File: src/rtl/cks_pkg.sv
`default_nettype none
package cks_pkg;
	localparam int MAX_PICK   = 16;
	localparam int BOOK_DEPTH = 1024;
	localparam int IDX_W  = $clog2(BOOK_DEPTH);
	localparam int SLOT_W = (MAX_PICK > 1) ? $clog2(MAX_PICK) : 1;
	localparam int CNT_W  = $clog2(MAX_PICK + 1);
	localparam int COST_W = 32;
	localparam int SUM_W  = 40;
	localparam int BEN_W  = 33;
	localparam int UTIL_W = 48;
	localparam int TIME_W = 32;
	localparam int OIDX_W = 10;

	localparam logic signed [BEN_W-1:0]  BEN_MIN  = {1'b1, {(BEN_W-1){1'b0}}};
	localparam logic signed [UTIL_W-1:0] UTIL_MIN = {1'b1, {(UTIL_W-1){1'b0}}};
	localparam logic signed [UTIL_W-1:0] UTIL_MAX = {1'b0, {(UTIL_W-1){1'b1}}};

	typedef enum logic [2:0] {
		REG_PICK_COUNT,
		REG_FLOW_START,
		REG_IGNORE_TIME,
		REG_IGNORE_ENABLE,
		REG_EMIT_INDICES
	} reg_idx_t;

	typedef enum logic [3:0] {
		S_IDLE,
		S_CHECK,
		S_SCAN,
		S_REPLACE,
		S_UTIL,
		S_BEST,
		S_FINISH,
		S_EMIT_INIT,
		S_EMIT_ONE,
		S_EMIT_SCAN,
		S_EMIT_LOAD
	} state_t;

	typedef struct packed {
		logic load;
		logic append;
		logic scan_start;
		logic scan_step;
		logic replace;
		logic util;
		logic best;
		logic pos_inc;
		logic emit_start;
		logic emit_step;
		logic out_single;
		logic out_entry;
		logic clear_run;
	} cmd_t;

	typedef struct packed {
		logic take;
		logic not_full;
		logic scan_last;
		logic last_slot;
		logic emit_list;
		logic emit_last_cnt;
		logic final_entry;
		logic out_free;
	} sts_t;
endpackage
`default_nettype wire

File: src/rtl/cks_ctrl.sv
`default_nettype none
module cks_ctrl (
	input  wire logic          clk,
	input  wire logic          arst_n,
	input  wire logic          in_valid,
	output logic               in_ready,
	input  wire cks_pkg::sts_t sts,
	output cks_pkg::cmd_t      cmd
);
	cks_pkg::state_t state_q, state_d;

	always_ff @(posedge clk or negedge arst_n) begin
		if (!arst_n) begin
			state_q <= cks_pkg::S_IDLE;
		end else begin
			state_q <= state_d;
		end
	end

	always_comb begin
		state_d = state_q;
		unique case (state_q)
			cks_pkg::S_IDLE: begin
				if (in_valid) state_d = cks_pkg::S_CHECK;
			end
			cks_pkg::S_CHECK: begin
				if (!sts.take) state_d = cks_pkg::S_FINISH;
				else if (sts.not_full) state_d = cks_pkg::S_UTIL;
				else state_d = cks_pkg::S_SCAN;
			end
			cks_pkg::S_SCAN: begin
				if (sts.scan_last) state_d = cks_pkg::S_REPLACE;
			end
			cks_pkg::S_REPLACE: state_d = cks_pkg::S_UTIL;
			cks_pkg::S_UTIL:    state_d = cks_pkg::S_BEST;
			cks_pkg::S_BEST:    state_d = cks_pkg::S_FINISH;
			cks_pkg::S_FINISH: begin
				state_d = sts.last_slot ? cks_pkg::S_EMIT_INIT : cks_pkg::S_IDLE;
			end
			cks_pkg::S_EMIT_INIT: begin
				state_d = sts.emit_list ? cks_pkg::S_EMIT_SCAN : cks_pkg::S_EMIT_ONE;
			end
			cks_pkg::S_EMIT_ONE: begin
				if (sts.out_free) state_d = cks_pkg::S_IDLE;
			end
			cks_pkg::S_EMIT_SCAN: begin
				if (sts.emit_last_cnt) state_d = cks_pkg::S_EMIT_LOAD;
			end
			cks_pkg::S_EMIT_LOAD: begin
				if (sts.out_free) begin
					state_d = sts.final_entry ? cks_pkg::S_IDLE : cks_pkg::S_EMIT_SCAN;
				end
			end
			default: state_d = cks_pkg::S_IDLE;
		endcase
	end

	always_comb begin
		cmd      = '0;
		in_ready = 1'b0;
		unique case (state_q)
			cks_pkg::S_IDLE: begin
				in_ready = 1'b1;
				cmd.load = in_valid;
			end
			cks_pkg::S_CHECK: begin
				cmd.append     = sts.take && sts.not_full;
				cmd.scan_start = sts.take && !sts.not_full;
			end
			cks_pkg::S_SCAN:      cmd.scan_step  = 1'b1;
			cks_pkg::S_REPLACE:   cmd.replace    = 1'b1;
			cks_pkg::S_UTIL:      cmd.util       = 1'b1;
			cks_pkg::S_BEST:      cmd.best       = 1'b1;
			cks_pkg::S_FINISH:    cmd.pos_inc    = 1'b1;
			cks_pkg::S_EMIT_INIT: cmd.emit_start = 1'b1;
			cks_pkg::S_EMIT_ONE: begin
				cmd.out_single = sts.out_free;
				cmd.clear_run  = sts.out_free;
			end
			cks_pkg::S_EMIT_SCAN: cmd.emit_step = 1'b1;
			cks_pkg::S_EMIT_LOAD: begin
				cmd.out_entry = sts.out_free;
				cmd.clear_run = sts.out_free && sts.final_entry;
			end
			default: cmd = '0;
		endcase
	end
endmodule
`default_nettype wire

File: src/rtl/cks_dp.sv
`default_nettype none
module cks_dp (
	input  wire logic                              clk,
	input  wire logic                              arst_n,
	input  wire cks_pkg::cmd_t                     cmd,
	output cks_pkg::sts_t                          sts,
	input  wire logic                              cfg_valid,
	input  wire logic [2:0]                        cfg_index,
	input  wire logic [31:0]                       cfg_data,
	input  wire logic [cks_pkg::TIME_W-1:0]        slot_time,
	input  wire logic                              owned_by_user,
	input  wire logic                              has_offer,
	input  wire logic signed [cks_pkg::COST_W-1:0] offer_cost,
	input  wire logic                              last_slot,
	output logic                                   out_valid,
	input  wire logic                              out_ready,
	output logic [cks_pkg::OIDX_W-1:0]             chosen_index,
	output logic signed [cks_pkg::COST_W-1:0]      chosen_cost,
	output logic signed [cks_pkg::UTIL_W-1:0]      peak_utility,
	output logic                                   set_found,
	output logic                                   last_result
);
	localparam int SW = cks_pkg::SLOT_W;
	localparam int MP = cks_pkg::MAX_PICK;

	logic [4:0]                         pick_q;
	logic [cks_pkg::TIME_W-1:0]         flow_q, ign_time_q;
	logic                               ign_en_q, emit_q;

	logic [cks_pkg::TIME_W-1:0]         time_q;
	logic                               owned_q, offer_q, last_q;
	logic signed [cks_pkg::COST_W-1:0]  cost_in_q;

	logic signed [cks_pkg::COST_W-1:0]  heap_cost_q [MP];
	logic [cks_pkg::IDX_W-1:0]          heap_idx_q  [MP];
	logic signed [cks_pkg::COST_W-1:0]  bset_cost_q [MP];
	logic [cks_pkg::IDX_W-1:0]          bset_idx_q  [MP];

	logic [cks_pkg::CNT_W-1:0]          size_q;
	logic signed [cks_pkg::SUM_W-1:0]   sum_q;
	logic signed [cks_pkg::BEN_W-1:0]   ben_q;
	logic signed [cks_pkg::UTIL_W-1:0]  best_q;
	logic                               best_valid_q, stopped_q;
	logic [cks_pkg::IDX_W-1:0]          pos_q;

	logic [SW-1:0]                      cnt_q, max_slot_q, sel_slot_q, emit_n_q;
	logic signed [cks_pkg::COST_W-1:0]  max_cost_q, sel_cost_q;
	logic [cks_pkg::IDX_W-1:0]          max_idx_q, sel_idx_q;
	logic                               sel_valid_q;
	logic [MP-1:0]                      emitted_q;

	logic signed [cks_pkg::UTIL_W-1:0]  util_s1;
	logic                               full_s1;

	logic                               out_valid_q, out_found_q, out_last_q;
	logic [cks_pkg::OIDX_W-1:0]         out_idx_q;
	logic signed [cks_pkg::COST_W-1:0]  out_cost_q;
	logic signed [cks_pkg::UTIL_W-1:0]  out_util_q;

	logic [cks_pkg::CNT_W-1:0]          p_eff;
	logic [SW-1:0]                      p_m1;
	logic signed [cks_pkg::COST_W-1:0]  cur_cost;
	logic [cks_pkg::BEN_W:0]            ben_diff;
	logic signed [cks_pkg::BEN_W-1:0]   new_ben;
	logic signed [cks_pkg::BEN_W+15:0]  ben_fix;
	logic signed [cks_pkg::BEN_W+16:0]  util_w;
	logic signed [cks_pkg::UTIL_W-1:0]  util_sat;
	logic signed [cks_pkg::COST_W-1:0]  rd_cost, e_cost;
	logic [cks_pkg::IDX_W-1:0]          rd_idx, e_idx;
	logic                               is_max, is_min, cfg_hit, clear;

	// Effective set size: zero acts as one, large values clip to the heap depth.
	always_comb begin
		if (pick_q == 5'd0) p_eff = cks_pkg::CNT_W'(1);
		else if (32'(pick_q) > MP) p_eff = cks_pkg::CNT_W'(MP);
		else p_eff = cks_pkg::CNT_W'(pick_q);
	end
	assign p_m1 = SW'(p_eff - cks_pkg::CNT_W'(1));

	assign cur_cost  = owned_q ? '0 : cost_in_q;
	assign ben_diff  = {2'b00, flow_q} - {2'b00, time_q} - (cks_pkg::BEN_W+1)'(1);
	assign new_ben   = $signed(ben_diff[cks_pkg::BEN_W-1:0]);
	assign ben_fix   = $signed({ben_q, 16'h0000});
	assign util_w    = $signed({ben_fix[cks_pkg::BEN_W+15], ben_fix})
	                 - $signed({{(cks_pkg::BEN_W+17-cks_pkg::SUM_W){sum_q[cks_pkg::SUM_W-1]}},
	                            sum_q});

	always_comb begin
		if (util_w[cks_pkg::BEN_W+16:cks_pkg::UTIL_W-1] == '0 ||
		    util_w[cks_pkg::BEN_W+16:cks_pkg::UTIL_W-1] == '1) begin
			util_sat = util_w[cks_pkg::UTIL_W-1:0];
		end else if (util_w[cks_pkg::BEN_W+16]) begin
			util_sat = cks_pkg::UTIL_MIN;
		end else begin
			util_sat = cks_pkg::UTIL_MAX;
		end
	end

	assign rd_cost = heap_cost_q[cnt_q];
	assign rd_idx  = heap_idx_q[cnt_q];
	assign is_max  = (cnt_q == '0) || (rd_cost > max_cost_q) ||
	                 (rd_cost == max_cost_q && rd_idx > max_idx_q);
	assign e_cost  = bset_cost_q[cnt_q];
	assign e_idx   = bset_idx_q[cnt_q];
	assign is_min  = !emitted_q[cnt_q] && (!sel_valid_q || e_idx < sel_idx_q ||
	                 (e_idx == sel_idx_q && e_cost < sel_cost_q));

	assign cfg_hit = cfg_valid && (cfg_index == cks_pkg::REG_PICK_COUNT ||
	                 cfg_index == cks_pkg::REG_FLOW_START ||
	                 cfg_index == cks_pkg::REG_IGNORE_TIME ||
	                 cfg_index == cks_pkg::REG_IGNORE_ENABLE ||
	                 cfg_index == cks_pkg::REG_EMIT_INDICES);
	assign clear = cfg_hit || cmd.clear_run;

	always_comb begin
		sts.take          = !stopped_q && (owned_q || offer_q) &&
		                    !(ign_en_q && time_q == ign_time_q);
		sts.not_full      = size_q < p_eff;
		sts.scan_last     = cnt_q == SW'(size_q - cks_pkg::CNT_W'(1));
		sts.last_slot     = last_q;
		sts.emit_list     = emit_q && best_valid_q;
		sts.emit_last_cnt = cnt_q == p_m1;
		sts.final_entry   = emit_n_q == p_m1;
		sts.out_free      = !out_valid_q || out_ready;
	end

	// Configuration and run state.
	always_ff @(posedge clk or negedge arst_n) begin
		if (!arst_n) begin
			pick_q       <= 5'd1;
			flow_q       <= '0;
			ign_time_q   <= '0;
			ign_en_q     <= 1'b0;
			emit_q       <= 1'b1;
			size_q       <= '0;
			sum_q        <= '0;
			ben_q        <= cks_pkg::BEN_MIN;
			best_q       <= cks_pkg::UTIL_MIN;
			best_valid_q <= 1'b0;
			stopped_q    <= 1'b0;
			pos_q        <= '0;
			out_valid_q  <= 1'b0;
		end else begin
			if (cfg_valid) begin
				unique case (cfg_index)
					cks_pkg::REG_PICK_COUNT:    pick_q     <= cfg_data[4:0];
					cks_pkg::REG_FLOW_START:    flow_q     <= cfg_data;
					cks_pkg::REG_IGNORE_TIME:   ign_time_q <= cfg_data;
					cks_pkg::REG_IGNORE_ENABLE: ign_en_q   <= cfg_data[0];
					cks_pkg::REG_EMIT_INDICES:  emit_q     <= cfg_data[0];
					default: ;
				endcase
			end
			if (clear) begin
				size_q       <= '0;
				sum_q        <= '0;
				ben_q        <= cks_pkg::BEN_MIN;
				best_q       <= cks_pkg::UTIL_MIN;
				best_valid_q <= 1'b0;
				stopped_q    <= 1'b0;
				pos_q        <= '0;
			end else begin
				if (cmd.append) begin
					size_q <= size_q + cks_pkg::CNT_W'(1);
					sum_q  <= sum_q + cks_pkg::SUM_W'(cur_cost);
					ben_q  <= new_ben;
				end
				if (cmd.replace && cur_cost < max_cost_q) begin
					sum_q <= sum_q + cks_pkg::SUM_W'(cur_cost) - cks_pkg::SUM_W'(max_cost_q);
					ben_q <= new_ben;
				end
				if (cmd.best && full_s1) begin
					if (!best_valid_q || util_s1 > best_q) begin
						best_q       <= util_s1;
						best_valid_q <= 1'b1;
					end else if ($signed({best_q[cks_pkg::UTIL_W-1], best_q}) > ben_fix) begin
						stopped_q <= 1'b1;
					end
				end
				if (cmd.pos_inc) begin
					pos_q <= (pos_q == cks_pkg::IDX_W'(cks_pkg::BOOK_DEPTH - 1)) ?
					         '0 : pos_q + cks_pkg::IDX_W'(1);
				end
			end
			if (cmd.out_single || cmd.out_entry) out_valid_q <= 1'b1;
			else if (out_ready) out_valid_q <= 1'b0;
		end
	end

	// Scan and emission control.
	always_ff @(posedge clk or negedge arst_n) begin
		if (!arst_n) begin
			cnt_q       <= '0;
			sel_valid_q <= 1'b0;
			emitted_q   <= '0;
			emit_n_q    <= '0;
		end else begin
			if (cmd.scan_start || cmd.emit_start || cmd.out_entry) begin
				cnt_q       <= '0;
				sel_valid_q <= 1'b0;
			end else if (cmd.scan_step) begin
				cnt_q <= cnt_q + SW'(1);
			end else if (cmd.emit_step) begin
				cnt_q <= cnt_q + SW'(1);
				if (is_min) sel_valid_q <= 1'b1;
			end
			if (cmd.emit_start) begin
				emitted_q <= '0;
				emit_n_q  <= '0;
			end else if (cmd.out_entry) begin
				emitted_q[sel_slot_q] <= 1'b1;
				emit_n_q <= emit_n_q + SW'(1);
			end
		end
	end

	// Data registers.
	always_ff @(posedge clk) begin
		if (cmd.load) begin
			time_q    <= slot_time;
			owned_q   <= owned_by_user;
			offer_q   <= has_offer;
			cost_in_q <= offer_cost;
			last_q    <= last_slot;
		end
		if (cmd.append) begin
			heap_cost_q[SW'(size_q)] <= cur_cost;
			heap_idx_q[SW'(size_q)]  <= pos_q;
		end
		if (cmd.scan_step && is_max) begin
			max_cost_q <= rd_cost;
			max_idx_q  <= rd_idx;
			max_slot_q <= cnt_q;
		end
		if (cmd.replace && cur_cost < max_cost_q) begin
			heap_cost_q[max_slot_q] <= cur_cost;
			heap_idx_q[max_slot_q]  <= pos_q;
		end
		if (cmd.util) begin
			util_s1 <= util_sat;
			full_s1 <= size_q == p_eff;
		end
		if (cmd.best && full_s1 && emit_q && (!best_valid_q || util_s1 > best_q)) begin
			bset_cost_q <= heap_cost_q;
			bset_idx_q  <= heap_idx_q;
		end
		if (cmd.emit_step && is_min) begin
			sel_cost_q <= e_cost;
			sel_idx_q  <= e_idx;
			sel_slot_q <= cnt_q;
		end
		if (cmd.out_single) begin
			out_idx_q   <= '0;
			out_cost_q  <= '0;
			out_util_q  <= best_q;
			out_found_q <= best_valid_q;
			out_last_q  <= 1'b1;
		end else if (cmd.out_entry) begin
			out_idx_q   <= cks_pkg::OIDX_W'(sel_idx_q);
			out_cost_q  <= sel_cost_q;
			out_util_q  <= best_q;
			out_found_q <= 1'b1;
			out_last_q  <= sts.final_entry;
		end
	end

	assign out_valid    = out_valid_q;
	assign chosen_index = out_idx_q;
	assign chosen_cost  = out_cost_q;
	assign peak_utility = out_util_q;
	assign set_found    = out_found_q;
	assign last_result  = out_last_q;
endmodule
`default_nettype wire

File: src/rtl/cheapest_k_slot_selector.sv
// A skipped slot passes through S_IDLE, S_CHECK and S_FINISH; one admitted into a set
// that is not yet full also passes through S_UTIL and S_BEST. Once the set holds pick_count
// slots, the largest member is first found by a scan over the heap registers, one entry per cycle.
// The last slot adds S_EMIT_INIT, then a minimum scan over the best set per result when the set
// is emitted, or the single result otherwise; each result can be held by output stalls.
// Asynchronous active-low reset clears the run state and loads the register defaults.
`default_nettype none
module cheapest_k_slot_selector (
	input  wire logic                              clk,
	input  wire logic                              arst_n,
	input  wire logic                              in_valid,
	output logic                                   in_ready,
	input  wire logic [cks_pkg::TIME_W-1:0]        slot_time,
	input  wire logic                              owned_by_user,
	input  wire logic                              has_offer,
	input  wire logic signed [cks_pkg::COST_W-1:0] offer_cost,
	input  wire logic                              last_slot,
	output logic                                   out_valid,
	input  wire logic                              out_ready,
	output logic [cks_pkg::OIDX_W-1:0]             chosen_index,
	output logic signed [cks_pkg::COST_W-1:0]      chosen_cost,
	output logic signed [cks_pkg::UTIL_W-1:0]      peak_utility,
	output logic                                   set_found,
	output logic                                   last_result,
	input  wire logic                              cfg_valid,
	output logic                                   cfg_ready,
	input  wire logic [2:0]                        cfg_index,
	input  wire logic [31:0]                       cfg_data
);
	cks_pkg::cmd_t cmd;
	cks_pkg::sts_t sts;

	assign cfg_ready = 1'b1;

	cks_ctrl u_ctrl (
		.clk      (clk),
		.arst_n   (arst_n),
		.in_valid (in_valid),
		.in_ready (in_ready),
		.sts      (sts),
		.cmd      (cmd)
	);

	cks_dp u_dp (
		.clk           (clk),
		.arst_n        (arst_n),
		.cmd           (cmd),
		.sts           (sts),
		.cfg_valid     (cfg_valid),
		.cfg_index     (cfg_index),
		.cfg_data      (cfg_data),
		.slot_time     (slot_time),
		.owned_by_user (owned_by_user),
		.has_offer     (has_offer),
		.offer_cost    (offer_cost),
		.last_slot     (last_slot),
		.out_valid     (out_valid),
		.out_ready     (out_ready),
		.chosen_index  (chosen_index),
		.chosen_cost   (chosen_cost),
		.peak_utility  (peak_utility),
		.set_found     (set_found),
		.last_result   (last_result)
	);
endmodule
`default_nettype wire

File: config.mk
export PLATFORM = sky130hd
export DESIGN_NAME = cheapest_k_slot_selector
export DESIGN_NICKNAME = d
export VERILOG_FILES = /design/src/rtl/cks_pkg.sv /design/src/rtl/cks_ctrl.sv /design/src/rtl/cks_dp.sv /design/src/rtl/cheapest_k_slot_selector.sv
export SDC_FILE = /design/constraint.sdc
export NUM_CORES = 2
export LEC_CHECK = 0
export BUFFER_PORTS_ARGS = -buffer_cell sky130_fd_sc_hd__buf_2
export CAP_MARGIN = 20
export CORE_MARGIN = 5
export CORE_UTILIZATION = 35
export CTS_BUF_LIST = sky130_fd_sc_hd__clkbuf_4
export DETAILED_ROUTE_END_ITERATION = 8
export PLACE_DENSITY = 0.52
export SYNTH_ARGS = -nofsm -noshare
export SYNTH_HDL_FRONTEND = slang
export SYNTH_HIERARCHICAL = 1
export SYNTH_SLANG_ARGS = --single-unit
File: constraint.sdc
create_clock -name clk -period 23.6 [get_ports clk]
set_clock_uncertainty 0.2 [all_clocks]
set_input_delay 1.18 -clock clk [delete_from_list [all_inputs] [get_ports clk]]
set_output_delay 1.18 -clock clk [all_outputs]
set_load 0.02 [all_outputs]
==> Yosys cells after proc, flatten, opt, wreduce, memory -nomap -nowiden <==
Cells that the tools add are included.
{ "word_totals": {"out_inout_bits": 95, "wordCells": 330, "register_bits": 1883, "in_bits": 107} }
{ "op_classes": {"n_bitwise": 4, "n_eq_ne": 30, "n_lt_le_gt_ge": 17, "muxes": 99, "n_addsub": 11, "reduce_logical": 69} }
{ "op_table": {"columns": ["operator", "count"], "rows": [
  ["$bwmux 512", 2],
  ["$mux 512", 2],
  ["$mux 48", 7],
  ["$bwmux 160", 2],
  ["$mux 160", 2],
  ["$bmux 32 s4", 2],
  ["$demux 32 s4", 2],
  ["$mux 32", 7],
  ["$mux 40", 3],
  ["$mux 33", 3],
  ["$mux 10", 9],
  ["$bmux 10 s4", 2],
  ["$demux 10 s4", 2],
  ["$eq 32x32->1", 2],
  ["$lt 32x32->1", 2],
  ["$sub 49x40->50", 1],
  ["$gt 48x49->1", 1],
  ["$gt 48x48->1", 1],
  ["$mux 4", 12],
  ["$pmux 4 s11", 1],
  ["$add 40x32->40", 1],
  ["$sub 40x32->40", 1],
  ["$sub 32x32->33", 1],
  ["$sub 33x1->33 const B", 1],
  ["47 further kinds", 161]
]} }

==> Longest topological paths before layout <==
{ "logic_depth": {"depth_word": 12, "depth_mapped": 36, "mapped_depth_nobuf": 29} }

==> Hierarchy <==
The synthesis kept the hierarchy.
{ "by_module_without_submodules": {"columns": ["module", "area_each_um2", "cells_per_inst", "seq_area_each_um2", "n_inst"], "rows": [
  ["cks_dp", 85864.9, 7100, 48096.1, 1],
  ["cks_ctrl", 459.2, 60, 100.1, 1],
  ["cheapest_k_slot_selector", 11.3, 2, 0.0, 1]
]} }

==> Worst setup path after synthesis <==
OpenSTA, ideal clock, no wires.
{ "synth_path": {"path_type": "reg2reg", "from": "register u_dp/best_q[25] (netlist bit)", "to": "register u_dp/bset_cost_q[0] (netlist bit), enable pin", "period_less_slack_ns": 19.437, "stages_incl_launch_ff": 18, "required_ns": 22.273, "path_slack_ns": 4.163, "arrival_time_ns": 18.109, "path_cell_list": "dfrtp_1 > inv_1 > ha_1 > a21o_1 > a21o_1 > a21o_1 > a21o_1 > a21oi_1 > o21ai_0 > and3_1 > a21oi_1 > o2111ai_1 > mux2i_1 > a21o_1 > clkbuf_1 > nor2_1 > clkbuf_1 > and2_1"} }
{ "synth_between": {"elab_chain_len": 3} }
{ "synth_lines": {"columns": ["item", "line_no", "text"], "rows": [
  ["start: declaration", "cks_dp.sv:42", "logic signed [cks_pkg::UTIL_W-1:0] best_q;"],
  ["start signal: assignment", "cks_dp.sv:138", "best_q <= cks_pkg::UTIL_MIN;"],
  ["start signal: assignment", "cks_dp.sv:158", "best_q <= cks_pkg::UTIL_MIN;"],
  ["start signal: assignment", "cks_dp.sv:174", "best_q <= util_s1;"],
  ["$gt 48x48->1", "cks_dp.sv:243", "if (cmd.best && full_s1 && emit_q && (!best_valid_q || util_s1 > best_q)) begin"],
  ["$logic_or 1x1->1", "cks_dp.sv:243", null],
  ["$logic_and 1x1->1", "cks_dp.sv:243", null],
  ["end signal: assignment", "cks_dp.sv:244", "bset_cost_q <= heap_cost_q;"],
  ["end: declaration", "cks_dp.sv:36", "logic signed [cks_pkg::COST_W-1:0] bset_cost_q [MP];"]
]} }
No other way between the ends.
A chain may end at the register's enable or synchronous reset.

==> Worst setup path after layout <==
{ "layout_path": {"from": "register u_dp.cnt_q[0]", "to": "register u_dp/max_cost_q[25] (netlist bit), enable pin"} }
{ "layout_between": {"elab_chain_len": 8} }
{ "layout_lines": {"columns": ["item", "line_no", "text"], "rows": [
  ["start: declaration", "cks_dp.sv:46", "logic [SW-1:0] cnt_q, max_slot_q, sel_slot_q, emit_n_q;"],
  ["start signal: assignment", "cks_dp.sv:202", "cnt_q <= cnt_q + SW'(1);"],
  ["start signal: assignment", "cks_dp.sv:204", "cnt_q <= cnt_q + SW'(1);"],
  ["$not 4->5 (implied by the code) *", "cks_dp.sv:99", "assign rd_cost = heap_cost_q[cnt_q];"],
  ["$bmux 32 s4 *", "cks_dp.sv:99", null],
  ["$mux 32 (implied by the code) * (2 in series)", "cks_dp.sv:99", null],
  ["via u_dp.rd_cost, one bit", "cks_dp.sv:68", "logic signed [cks_pkg::COST_W-1:0] rd_cost, e_cost;"],
  ["$gt 32x32->1 / $eq 32x32->1 (equally long branches)", "cks_dp.sv:101, cks_dp.sv:102", null],
  ["$logic_or 1x1->1 / $logic_and 1x1->1 (equally long branches)", "cks_dp.sv:101, cks_dp.sv:102", null],
  ["$logic_or 1x1->1 *", "cks_dp.sv:101", "assign is_max = (cnt_q == '0) || (rd_cost > max_cost_q) ||"],
  ["$logic_and 1x1->1 *", "cks_dp.sv:230", "if (cmd.scan_step && is_max) begin"],
  ["end signal: assignment", "cks_dp.sv:231", "max_cost_q <= rd_cost;"],
  ["end: declaration", "cks_dp.sv:47", "logic signed [cks_pkg::COST_W-1:0] max_cost_q, sel_cost_q;"]
]} }
The timed path passes the listed nets; every way through them passes the cells marked *. The select of a mux whose other input is x is not followed.

==> results.json <==
{
  "final_cell_mix": "929 x edfxtp_1, 870 x clkbuf_4, 715 x dfxtp_1",
  "fp.dieW_um": 507,
  "synth-async-reset-ratio_pct": 12.7,
  "drt_wl_total_mm": 256,
  "rows": 182,
  "power_switching_uw": 5140,
  "layout_commonest_cell": "edfxtp_1",
  "final.period_utilization_pct": 37.4,
  "seqPwrFrac_pct": 35.2,
  "cts_buffers": 541,
  "placedInstanceArea_mm2": 0.0907,
  "vias_per_cell": 5.24,
  "yosys-top-cells-area": "edfxtp_1 32%, dfxtp_1 17%, dfrtp_1 6.8%, mux2_2 6.7%, ha_1 4.6%",
  "r2r-end": "u_dp/max_cost_q[25]$_DFFE_PP_",
  "yosysTopAreaCellShare_pct": 32.3,
  "ios": 202,
  "clkLatencyLatePin_ns": 1.42,
  "switching_share_pct": 38.6,
  "grt_pass1_vias": 59100,
  "grt_usage_pct": 19.5,
  "hp-class": "flip-flop to flip-flop",
  "synth.avg_cell_area_um2": 12.1,
  "final_hold_viol_count": 0,
  "htreeDepth": 6,
  "crit_top_cell": "buf_4",
  "relSlewSlack_pct": 23.7,
  "hold_ws_ns": 0.145,
  "drc": 0,
  "p_leak_uw": 0.0385,
  "cts_sinks": 1883,
  "grt_start_max_net_pins": 170,
  "dpl.hpwl_mm": 167,
  "drive_gt1_share_pct": 24.9,
  "reg2reg_from": "u_dp/cnt_q[0]$_DFFE_PN0P_",
  "fp.dieArea_mm2": 0.257,
  "max_stage_delay_ns": 0.96,
  "clockBufferDepth": 4,
  "worst_slack_ns": 14.78,
  "final.min_clock_period_ns": 8.82,
  "pre_cts_slack_ns": 14.75,
  "via_count": 59300,
  "start_kind": "flip-flop",
  "worst_pin_slew_ns": 1.14,
  "synthToLayoutAreaGrowth_pct": 14.9,
  "cp-startpoint": "u_dp/cnt_q[0]$_DFFE_PN0P_",
  "synth_area_leader_cell": "edfxtp_1",
  "crit_cells": 24,
  "globalplace.congestion": 0.869,
  "required_ns": 24.36,
  "critPathBufInv": 5,
  "crit_end": "u_dp/max_cost_q[25]$_DFFE_PP_",
  "synth_edf_count": 929,
  "clockPowerShare_pct": 24.5,
  "drtAntennaViolNets": 0,
  "cp_slowest_cell": "dfrtp_4",
  "drtIter0Drc": 4539,
  "path_class": "flip-flop to flip-flop",
  "n_fill_cell": 23500,
  "initial_core_util_pct": 35.1,
  "drv_slew": 0,
  "rsz0062_at_grt": "no",
  "ys_warn_count": 6,
  "port_buffers": 200,
  "core_area_mm2": 0.246,
  "crit_fanout": 46,
  "final-setup-viol-count": 0,
  "final_nets": 8084,
  "hp-start": "u_dp/heap_cost_q[21]$_DFF_P_",
  "yosysSeqAreaShare_pct": 55.8,
  "cp-end-kind": "flip-flop",
  "ys.flop_type": "edfxtp_1",
  "crit_chain": "buf_4 > buf_4 > buf_4 > buf_4 > mux2_2 > o21ai_0 > a21oi_1 > o21ai_0 > nand2_1 > ha_1 > a21oi_1 > nor2b_1 > o21ai_0 > nand2b_1 > a21oi_1 > nor2b_1 > o21ai_0 > nand2b_1 > a21oi_1 > nor3_1 > a211oi_1 > mux2i_1 > a31oi_4 > buf_4",
  "fin_setup_tns_ns": 0,
  "overflow": 0,
  "wl_per_cell_um": 22.6,
  "synth_seq_cells": 1883,
  "grt_pass1_wl_mm": 382,
  "syn-cell-area_mm2": 0.0863,
  "cts.clk_slew.worst_paths_ns": 0.06,
  "cts_setup_buffers": 0,
  "status": "complete, no violations",
  "fmaxAchievable_ghz": 0.113,
  "post-route-cell-area_mm2": 0.0992,
  "fp.dieH_um": 507,
  "cts_tree": "yes",
  "ir_drop_uv": 203,
  "worst-endpoint-arrival_ns": 9.58,
  "antenna_found_initial": 21,
  "p_total_uw": 13300,
  "path_delay_family": "buffers and inverters",
  "ff2ff_path_depth": 24,
  "p_int_uw": 8170,
  "synthCells": 7162,
  "synth_fp_nets": 7585,
  "power_per_cell_area_mw_per_mm2": 134,
  "combPwrFrac_pct": 40.3,
  "maxCapViolations": 0,
  "ys_types": 108,
  "cts_root_buffer": "clkbuf_4",
  "dr.pass1.iters": 5,
  "regToRegSetupSlack_ns": 14.78
}
-- per-stage QoR --
step | utilization, % | cells
floorplan | - | 7162
global placement | 36.9 | 10200
detailed placement | 36.9 | 10200
CTS | 40.4 | 11300
global route | 40.4 | 11300
finish | 40.4 | 11300
-- registers in the layout, indices dropped and copies added, names as in the netlist, 16 cells and up --
name / flops
u_dp/peak_utility: 48
u_dp/heap_cost_q: 512
u_dp/cost_in_q: 32
u_dp/emitted_q: 16
u_dp/flow_q: 32
u_dp/bset_idx_q: 160
u_dp/util_s1: 48
u_dp/sum_q: 40
u_dp/chosen_cost: 32
u_dp/best_q: 48
u_dp/ign_time_q: 32
u_dp/max_cost_q: 32
u_dp/ben_q: 33
u_dp/sel_cost_q: 32
u_dp/bset_cost_q: 512
u_dp/time_q: 32
u_dp/heap_idx_q: 160
-- per-layer routing --
layer,track usage [%],routed length (um),up-vias
met5,0,13,-
met4,5.57,5400,2
met3,3.60,15400,368
met2,29.9,113000,1743
met1,28.2,122000,29400
li1,-,-,27700
-- worst min path at each step --
stage | to | slack (ns) | cells past startpoint
2_1_floorplan | u_dp/bset_idx_q[1]$_DFFE_PP_ | 0.22 | 0
3_3_place_gp | u_dp/bset_idx_q[9]$_DFFE_PP_ | 0.23 | 0
3_5_place_dp | u_dp/bset_idx_q[137]$_DFFE_PP_ | 0.23 | 0
4_1_cts | u_ctrl/state_q[1]$_DFFE_PN0P_ | 0.04 | 5
5_1_grt | u_ctrl/state_q[1]$_DFFE_PN0P_ | 0.12 | 5
6_report | u_dp/bset_cost_q[21]$_DFFE_PP_ | 0.14 | 0
-- power groups by stage --
stage / Clock, uW / Combinational [uW] / Sequential [uW]
after global placement: 0 / 5270 / 4740
after global routing: 3550 / 5880 / 4750
after CTS: 3370 / 5360 / 4680
after detailed placement: 0 / 5310 / 4750
final: 3260 / 5360 / 4690
after floorplan: 0 / 3990 / 4630
-- layout make-up --
cell class                 instances  area [um^2]  area share [%]
antenna                           10         25.0          0.0252
tap                             3220         4030            4.06
clock inverter                    98          865           0.872
inverter                         283         1060            1.07
sequential                      1883        48200            48.6
clock buffer                     870         6530            6.58
timing repair buffer             404         2900            2.92
multi-input combinational       4548        35600            35.9
-- repair_timing --
item                       in CTS  in global routing
hold endpoints to repair      232                  0
hold buffers                  108                  0
gates resized for setup         0                  0
setup endpoints to repair       0                  0
-- synth_stat cells (34+ instances only) --
cell type and n:
a21o_1 119, a21oi_1 375, a221oi_1 91, a22oi_1 88, a31oi_1 34, buf_1 57, buf_2 88, clkbuf_1 289
dfrtp_1 235, dfxtp_1 715, edfxtp_1 929, ha_1 314, inv_1 281, mux2_2 510, mux2i_1 323, mux4_2 173
nand2_1 609, nand2b_1 81, nand3_1 44, nand4_1 59, nor2_1 289, nor2b_1 75, nor3_1 44, o21ai_0 668
o21ai_2 37, xnor2_1 161, xor2_1 76
-- cells by family after synthesis --
| family | after synthesis | share of synthesized area (%) |
|---|---|---|
| multiplexers | 1009 | 15.0 |
| flip-flops | 1883 | 55.8 |
| other | 1 | 0.00434 |
| buffers and inverters | 731 | 3.41 |
| adder cells (fa/ha/maj) | 319 | 4.63 |
| AO/OA/AOI/OAI | 1641 | 11.6 |
| AND/OR/NAND/NOR | 1341 | 7.17 |
| XOR/XNOR | 237 | 2.40 |
No activity file was read; power rests on OpenSTA's default activity.
